$ cat src/mfd_pkg.sv
package mfd_pkg;

   localparam logic [7:0] HDR0      = 8'hF1;
   localparam logic [7:0] HDR1      = 8'hDD;
   localparam logic [7:0] MSG_KIND  = 8'h02;
   localparam logic [7:0] MIN_LEN   = 8'h04;

   // results per transaction at most, and output queue depth
   localparam int unsigned MAX_RES   = 3;
   localparam int unsigned QDEPTH    = 4;
   localparam int unsigned QPTR_W    = $clog2(QDEPTH);
   localparam int unsigned QCNT_W    = $clog2(QDEPTH + 1);

   localparam logic [1:0] CSR_CONN_TYPE = 2'd0;

   typedef enum logic [2:0] {
      PH_HUNT    = 3'd0,
      PH_LEN     = 3'd1,
      PH_ADDR0   = 3'd2,
      PH_ADDR1   = 3'd3,
      PH_SKIP0   = 3'd4,
      PH_SKIP1   = 3'd5,
      PH_PAYLOAD = 3'd6
   } phase_type;

   // results produced by one input byte
   typedef struct packed {
      logic [1:0]                 count;
      logic [MAX_RES-1:0][7:0]    data;
      logic [MAX_RES-1:0]         last;
   } res_type;

endpackage

$ cat src/mfd_parser.sv
module mfd_parser (
   input  logic             clock,
   input  logic             reset,
   input  logic             step,
   input  logic [7:0]       rx_byte,
   input  logic [7:0]       conn_type,
   output mfd_pkg::res_type res,
   output mfd_pkg::phase_type phase
);

   mfd_pkg::phase_type phase_ff, phase_in;
   logic       saw_ff, saw_in;
   logic [7:0] left_ff, left_in;
   logic [7:0] left_dec;

   assign left_dec = left_ff - 8'd1;
   assign phase    = phase_ff;

   // next state
   always_comb begin
      phase_in = phase_ff;
      saw_in   = saw_ff;
      left_in  = left_ff;
      unique case (phase_ff)
         mfd_pkg::PH_LEN: begin
            saw_in = 1'b0;
            if (rx_byte < mfd_pkg::MIN_LEN) begin
               phase_in = mfd_pkg::PH_HUNT;
            end else begin
               left_in  = rx_byte - mfd_pkg::MIN_LEN;
               phase_in = mfd_pkg::PH_ADDR0;
            end
         end
         mfd_pkg::PH_ADDR0: phase_in = mfd_pkg::PH_ADDR1;
         mfd_pkg::PH_ADDR1: phase_in = mfd_pkg::PH_SKIP0;
         mfd_pkg::PH_SKIP0: phase_in = mfd_pkg::PH_SKIP1;
         mfd_pkg::PH_SKIP1: begin
            phase_in = (left_ff == 8'd0) ? mfd_pkg::PH_HUNT : mfd_pkg::PH_PAYLOAD;
         end
         mfd_pkg::PH_PAYLOAD: begin
            left_in = left_dec;
            if (left_dec == 8'd0) begin
               phase_in = mfd_pkg::PH_HUNT;
            end
         end
         default: begin
            if (saw_ff && rx_byte == mfd_pkg::HDR1) begin
               saw_in   = 1'b0;
               phase_in = mfd_pkg::PH_LEN;
            end else begin
               saw_in   = (rx_byte == mfd_pkg::HDR0);
               phase_in = mfd_pkg::PH_HUNT;
            end
         end
      endcase
   end

   // results for the current byte
   always_comb begin
      res = '0;
      unique case (phase_ff)
         mfd_pkg::PH_LEN: begin
            if (rx_byte >= mfd_pkg::MIN_LEN) begin
               res.count   = 2'd3;
               res.data[0] = conn_type;
               res.data[1] = mfd_pkg::MSG_KIND;
               res.data[2] = rx_byte - mfd_pkg::MIN_LEN;
            end
         end
         mfd_pkg::PH_ADDR0: begin
            res.count   = 2'd1;
            res.data[0] = rx_byte;
         end
         mfd_pkg::PH_ADDR1: begin
            res.count   = 2'd1;
            res.data[0] = rx_byte;
            res.last[0] = (left_ff == 8'd0);
         end
         mfd_pkg::PH_PAYLOAD: begin
            res.count   = 2'd1;
            res.data[0] = rx_byte;
            res.last[0] = (left_dec == 8'd0);
         end
         default: res = '0;
      endcase
   end

   always_ff @(posedge clock) begin
      if (reset) begin
         phase_ff <= mfd_pkg::PH_HUNT;
         saw_ff   <= 1'b0;
         left_ff  <= 8'd0;
      end else if (step) begin
         phase_ff <= phase_in;
         saw_ff   <= saw_in;
         left_ff  <= left_in;
      end
   end

endmodule

$ cat src/mesh_frame_deframer_top.sv
// A byte accepted on req_ is parsed from the input register into the output queue.
// Throughput: one byte per cycle while the queue has room; a length byte yields
//   three results, drained at most one per cycle through a 4-entry output queue,
//   so req_ready drops while it would hold more than one after this cycle's read.
// Reset: synchronous, active high; parser back to header hunt, queue emptied,
//   connection type register cleared to zero.
module mesh_frame_deframer_top (
   input  logic        clock,
   input  logic        reset,
   // input byte channel
   input  logic        req_valid,
   output logic        req_ready,
   input  logic [7:0]  req_rx_byte,
   // result channel
   output logic        rsp_valid,
   input  logic        rsp_ready,
   output logic [7:0]  rsp_out_byte,
   output logic        rsp_out_last,
   // register port
   input  logic        csr_psel,
   input  logic        csr_penable,
   input  logic        csr_pwrite,
   input  logic [2:0]  csr_paddr,
   input  logic [31:0] csr_pwdata,
   output logic [31:0] csr_prdata,
   output logic        csr_pready
);

   // ---------------- configuration ----------------
   logic [7:0] conn_type_ff;
   logic       csr_wr;

   assign csr_pready = 1'b1;
   assign csr_wr     = csr_psel & csr_penable & csr_pwrite & csr_pready;

   // one register; word index is paddr[2]
   always_ff @(posedge clock) begin
      if (reset) begin
         conn_type_ff <= 8'd0;
      end else if (csr_wr && {1'b0, csr_paddr[2]} == mfd_pkg::CSR_CONN_TYPE) begin
         conn_type_ff <= csr_pwdata[7:0];
      end
   end

   always_comb begin
      csr_prdata = '0;
      if ({1'b0, csr_paddr[2]} == mfd_pkg::CSR_CONN_TYPE) begin
         csr_prdata = {24'd0, conn_type_ff};
      end
   end

   // ---------------- input register ----------------
   logic       in_vld_ff;
   logic [7:0] in_byte_ff;
   logic       adv;       // input register byte is parsed this cycle
   logic       pop;
   logic [mfd_pkg::QCNT_W-1:0] cnt_ff, cnt_in, cnt_eff;

   assign pop     = rsp_valid & rsp_ready;
   assign cnt_eff = cnt_ff - mfd_pkg::QCNT_W'(pop);
   // room for a worst-case three results after this cycle's read
   assign adv       = in_vld_ff &&
                      (cnt_eff <= mfd_pkg::QCNT_W'(mfd_pkg::QDEPTH - mfd_pkg::MAX_RES));
   assign req_ready = !in_vld_ff || adv;

   always_ff @(posedge clock) begin
      if (reset) begin
         in_vld_ff <= 1'b0;
      end else if (req_ready) begin
         in_vld_ff <= req_valid;
      end
   end

   always_ff @(posedge clock) begin
      if (req_valid && req_ready) begin
         in_byte_ff <= req_rx_byte;
      end
   end

   // ---------------- parser ----------------
   mfd_pkg::res_type   res;
   mfd_pkg::phase_type phase;

   mfd_parser u_parser (
      .clock     (clock),
      .reset     (reset),
      .step      (adv),
      .rx_byte   (in_byte_ff),
      .conn_type (conn_type_ff),
      .res       (res),
      .phase     (phase)
   );

   // ---------------- output queue ----------------
   // entries hold {last, byte}; up to three written per cycle, one read
   logic [mfd_pkg::QDEPTH-1:0][8:0]   q_ff;
   logic [mfd_pkg::QPTR_W-1:0]        wr_ptr_ff, rd_ptr_ff;
   logic [1:0]                        push_n;

   assign push_n = adv ? res.count : 2'd0;
   assign cnt_in = cnt_eff + mfd_pkg::QCNT_W'(push_n);

   always_ff @(posedge clock) begin
      if (reset) begin
         wr_ptr_ff <= '0;
         rd_ptr_ff <= '0;
         cnt_ff    <= '0;
      end else begin
         wr_ptr_ff <= wr_ptr_ff + mfd_pkg::QPTR_W'(push_n);
         rd_ptr_ff <= rd_ptr_ff + mfd_pkg::QPTR_W'(pop);
         cnt_ff    <= cnt_in;
      end
   end

   always_ff @(posedge clock) begin
      for (int k = 0; k < mfd_pkg::MAX_RES; k++) begin
         if (k < int'(push_n)) begin
            q_ff[wr_ptr_ff + mfd_pkg::QPTR_W'(k)] <= {res.last[k], res.data[k]};
         end
      end
   end

   assign rsp_valid    = (cnt_ff != '0);
   assign rsp_out_byte = q_ff[rd_ptr_ff][7:0];
   assign rsp_out_last = q_ff[rd_ptr_ff][8];

   // ---------------- checks ----------------
   a_q_bound: assert property (@(posedge clock) disable iff (reset)
      cnt_ff <= mfd_pkg::QCNT_W'(mfd_pkg::QDEPTH))
      else $error("output queue overflow");

   a_q_ptrs: assert property (@(posedge clock) disable iff (reset)
      cnt_ff == '0 |-> wr_ptr_ff == rd_ptr_ff)
      else $error("empty queue with mismatched pointers");

   a_hdr_burst: assert property (@(posedge clock) disable iff (reset)
      adv && res.count == 2'd3 |=> cnt_ff >= mfd_pkg::QCNT_W'(mfd_pkg::MAX_RES))
      else $error("length byte results not all queued");

   a_three_from_len: assert property (@(posedge clock) disable iff (reset)
      res.count == 2'd3 |-> phase == mfd_pkg::PH_LEN)
      else $error("three results outside length phase");

endmodule

$ cat config.mk
export PLATFORM = sky130hd
export DESIGN_NAME = mesh_frame_deframer_top
export DESIGN_NICKNAME = d
export VERILOG_FILES = /design/src/mfd_pkg.sv /design/src/mfd_parser.sv /design/src/mesh_frame_deframer_top.sv
export SDC_FILE = /design/constraint.sdc
export NUM_CORES = 1
export LEC_CHECK = 0
export ABC_AREA = 0
export ABC_CLOCK_PERIOD_IN_PS = 3600
export BUFFER_PORTS_ARGS = -buffer_cell sky130_fd_sc_hd__buf_2
export CAP_MARGIN = 20
export CORE_MARGIN = 2
export CORE_UTILIZATION = 55
export CTS_CLUSTER_DIAMETER = 120
export CTS_CLUSTER_SIZE = 40
export DETAILED_ROUTE_END_ITERATION = 7
export HOLD_SLACK_MARGIN = 0.08
export PLACE_DENSITY_LB_ADDON = 0.3
export SLEW_MARGIN = 20
export SYNTH_ARGS = -nofsm -noshare
export SYNTH_HDL_FRONTEND = slang
export SYNTH_SLANG_ARGS = --single-unit
$ cat constraint.sdc
create_clock -name clock -period 3.6 [get_ports clock]
set_input_delay 0.54 -clock clock [delete_from_list [all_inputs] [get_ports clock]]
set_output_delay 0.54 -clock clock [all_outputs]
set_load 0.02 [all_outputs]
==> out/qor.csv <==
metric,value,unit
Post-Syn Area,0.00425,sq mm
critical path's slowest cell,or3_1,
Worst-path clk slew,0.08,ns
asr flop ratio synth,0,
cts hold-fix bufs,0,
Area after DPL,0.00433,sq mm
Inserted Clock Buffers,9,
Starting Density,0.559,
clk_skew,0.0132,ns
number of synthesized flops with an enable pin,8,
clk sinks,72,
grt ovf,0,
Critical Path AT,3.40,ns
f_max,323,MHz
Vias,3494,
Skew-Pair Late Insertion Delay,0.36,ns
final WL,9780,microns
kind of end point of the critical path,flop,
postcts setup bufs,0,
Rel. slew slack,0.534,
final max-slew violation count,0,
Hold Path Class,primary input to flop,
Comb pwr share,0.292,
# DRC,0,
"FF+latch count, synth",72,
via/cell ratio,5.81,
Max VDD drop,342,uV
crit path launch type,flop,
Yosys warnings,0,
unrepaired setup endpoints after global routing,no,
Internal,1.57,mW
post-synthesis cell type count,69,
Initial DRC Count,251,
"Top FF cell, synth",dfxtp_1,
final-layout fill cell count,702,
power share of the clock group,0.279,
Pwr Density,531,mW/mm^2
I/O Buffers,42,
period utilization,0.860,
Fin. Hold Viols,0,
LEAKAGE,1.73,nW
Ports,94,
Max Buffers Root-to-Sink,2,
Period minus WS final,3.10,ns
initial antenna violation count,0,
slowest cell delay on critical path,0.37,ns
die area,0.00845,sq mm
multi-input logic area,0.00236,sq mm
top fanout value on the critical path,19,
syn avg cell area,9.11,sq um
Flop pwr share,0.429,
switching pwr,0.841,mW
final setup fails,0,
Cells after Synth,467,
vias in the first global route,3228,
final instance area,0.00454,sq mm
total power,2.41,mW
number of nets in the layout,556,
Sw Share,0.349,
std cell rows,32,
CTS tree,done,
status,completed,
dpl hpwl,6920,microns
setup_tns,0,ns
GR Util All Layers,0.242,
die width,91.9,microns
Root Driver,clkbuf_8,
fraction of layout cells with a size suffix above 1,0.198,
core area,0.00761,sq mm
register area share after synthesis,0.358,
n_diodes,0,
Routed WL per cell,16.3,microns
Reg area,0.00152,sq mm
first-pass GRT wire length,16100,microns
gpl congestion,0.893,
Critical Path RT,3.90,ns
H-tree depth,3,
Least-Margin Pin Slew,0.697,ns
worst-path cell chain,or3_1 > and2_1 > ha_1 > ha_1 > xnor2_1 > nand3_1 > buf_4 > or3_1 > buf_4 > nor2_2 > a221o_1,
largest net degree at the start of global routing,29,
post_cts resized,0,
worst hold slack,0.361,ns
max_cap viols,0,
kind of critical path,flop to flop,
drt first pass iters,5,
P&R area growth vs syn,6.68,%
die height,91.9,microns
remaining antenna violation count after routing,0,
[area by class of cell]
| type | count | area share |
|---|---|---|
| Multi-Input combinational cell | 346 | 0.520 |
| Sequential cell | 72 | 0.335 |
| Timing Repair Buffer | 50 | 0.0596 |
| Clock buffer | 11 | 0.0312 |
| Tap cell | 102 | 0.0281 |
| Clock inverter | 5 | 0.0138 |
| Inverter | 15 | 0.0124 |
[synth_stat cells (all sizes together), types with 3 or more instances]
cell type / number / area [sq um]
a21oi: 29 / 156
a221o: 11 / 110
a22o: 9 / 86.3
a22oi: 7 / 52.6
and3: 4 / 25.0
buf: 42 / 318
clkbuf: 15 / 86.3
dfxtp: 64 / 1280
edfxtp: 8 / 240
ha: 11 / 138
inv: 15 / 56.3
mux2i: 7 / 70.1
mux4: 9 / 203
nand2: 71 / 267
nand3: 7 / 40.0
nand3b: 7 / 52.6
nand4b: 3 / 26.3
nor2: 33 / 126
nor2b: 15 / 93.8
nor3: 7 / 35.0
nor3b: 3 / 22.5
nor4: 3 / 18.8
o21ai: 14 / 70.1
o221ai: 12 / 143
o22ai: 3 / 18.8
o2bb2ai: 3 / 26.3
o311ai: 4 / 35.0
o31a: 3 / 26.3
o31ai: 3 / 27.5
or3: 4 / 30.0
xnor2: 9 / 78.8
[per-layer routing]
metal / global-route usage / up-vias / routed length (microns)
met4: 0.0784 / 0 / 204
met1: 0.337 / 1661 / 4520
met5: 0 / - / 0
li1: - / 1691 / -
met3: 0.0518 / 18 / 539
met2: 0.376 / 124 / 4510
[cells in the final DEF, fill, tap and decap left out, types with 4 or more instances in the layout]
master / count
a21oi_1: 28
a221o_1: 11
a22o_2: 6
a22oi_1: 7
and3_1: 4
buf_2: 42
buf_4: 8
clkbuf_8: 10
conb_1: 25
dfxtp_1: 64
edfxtp_1: 8
ha_1: 11
inv_1: 15
mux2i_1: 7
mux4_2: 9
nand2_1: 71
nand3_1: 6
nand3b_1: 7
nor2_1: 32
nor2b_1: 15
nor3_1: 7
o21ai_0: 13
o221ai_1: 6
o221ai_2: 6
o311ai_0: 4
xnor2_1: 9
[power by group through the flow]
stage | registers [mW] | clock network, mW | logic (mW)
detailed placement | 1.05 | 0 | 0.701
finish | 1.03 | 0.672 | 0.704
global route | 1.05 | 0.719 | 0.781
floorplan | 0.984 | 0 | 0.614
CTS | 1.03 | 0.679 | 0.703
global placement | 1.04 | 0 | 0.687
[worst max-delay path: cells and delay by family, from the launching register on]
family / cells / cell delay, ns
XOR/XNOR: 1 / 0.31
AND/OR/NAND/NOR: 5 / 1.40
AO/OA/AOI/OAI: 1 / 0.20
flip-flops: 1 / 0.32
adder cells (fa/ha/maj): 2 / 0.38
buffers and inverters: 2 / 0.44
[path summary, 6_finish.rpt]
kind                   from            end  slack [ns]  cells after the start
max               cnt_ff[0]       q_ff[33]        0.50                     11
min reg2reg         q_ff[8]        q_ff[8]        0.47                      2
min          req_rx_byte[4]  in_byte_ff[4]        0.36                      1
max reg2reg       cnt_ff[0]       q_ff[33]        0.50                     11
[state kept, by name, indices dropped and copies added (netlist names)]
signal,flops
q_ff,36
wr_ptr_ff,2
cnt_ff,3
u_parser.left_ff,8
in_byte_ff,8
u_parser.phase,3
rd_ptr_ff,2
in_vld_ff,1
u_parser.saw_ff,1
conn_type_ff,8
[stage by stage]
step | utilization | worst slack (ns) | instances
final | 0.596 | 0.504 | 601
after floorplan | - | 0.584 | 490
after detailed placement | 0.570 | 0.530 | 585
after global routing | 0.596 | 0.238 | 601
after global placement | 0.570 | 0.564 | 585
after CTS | 0.596 | 0.517 | 601
[cells by family (layout without fill, tap and decap cells)]
logic type | Yosys count | after routing | share of synthesized area
AND/OR/NAND/NOR | 168 | 168 | 0.193
flip-flops | 72 | 72 | 0.358
other | 2 | 25 | 0.00177
XOR/XNOR | 11 | 11 | 0.0227
adder cells (fa/ha/maj) | 12 | 12 | 0.0371
AO/OA/AOI/OAI | 114 | 114 | 0.215
multiplexers | 16 | 16 | 0.0641
buffers and inverters | 72 | 81 | 0.108
(Power assumes the default switching activity.)
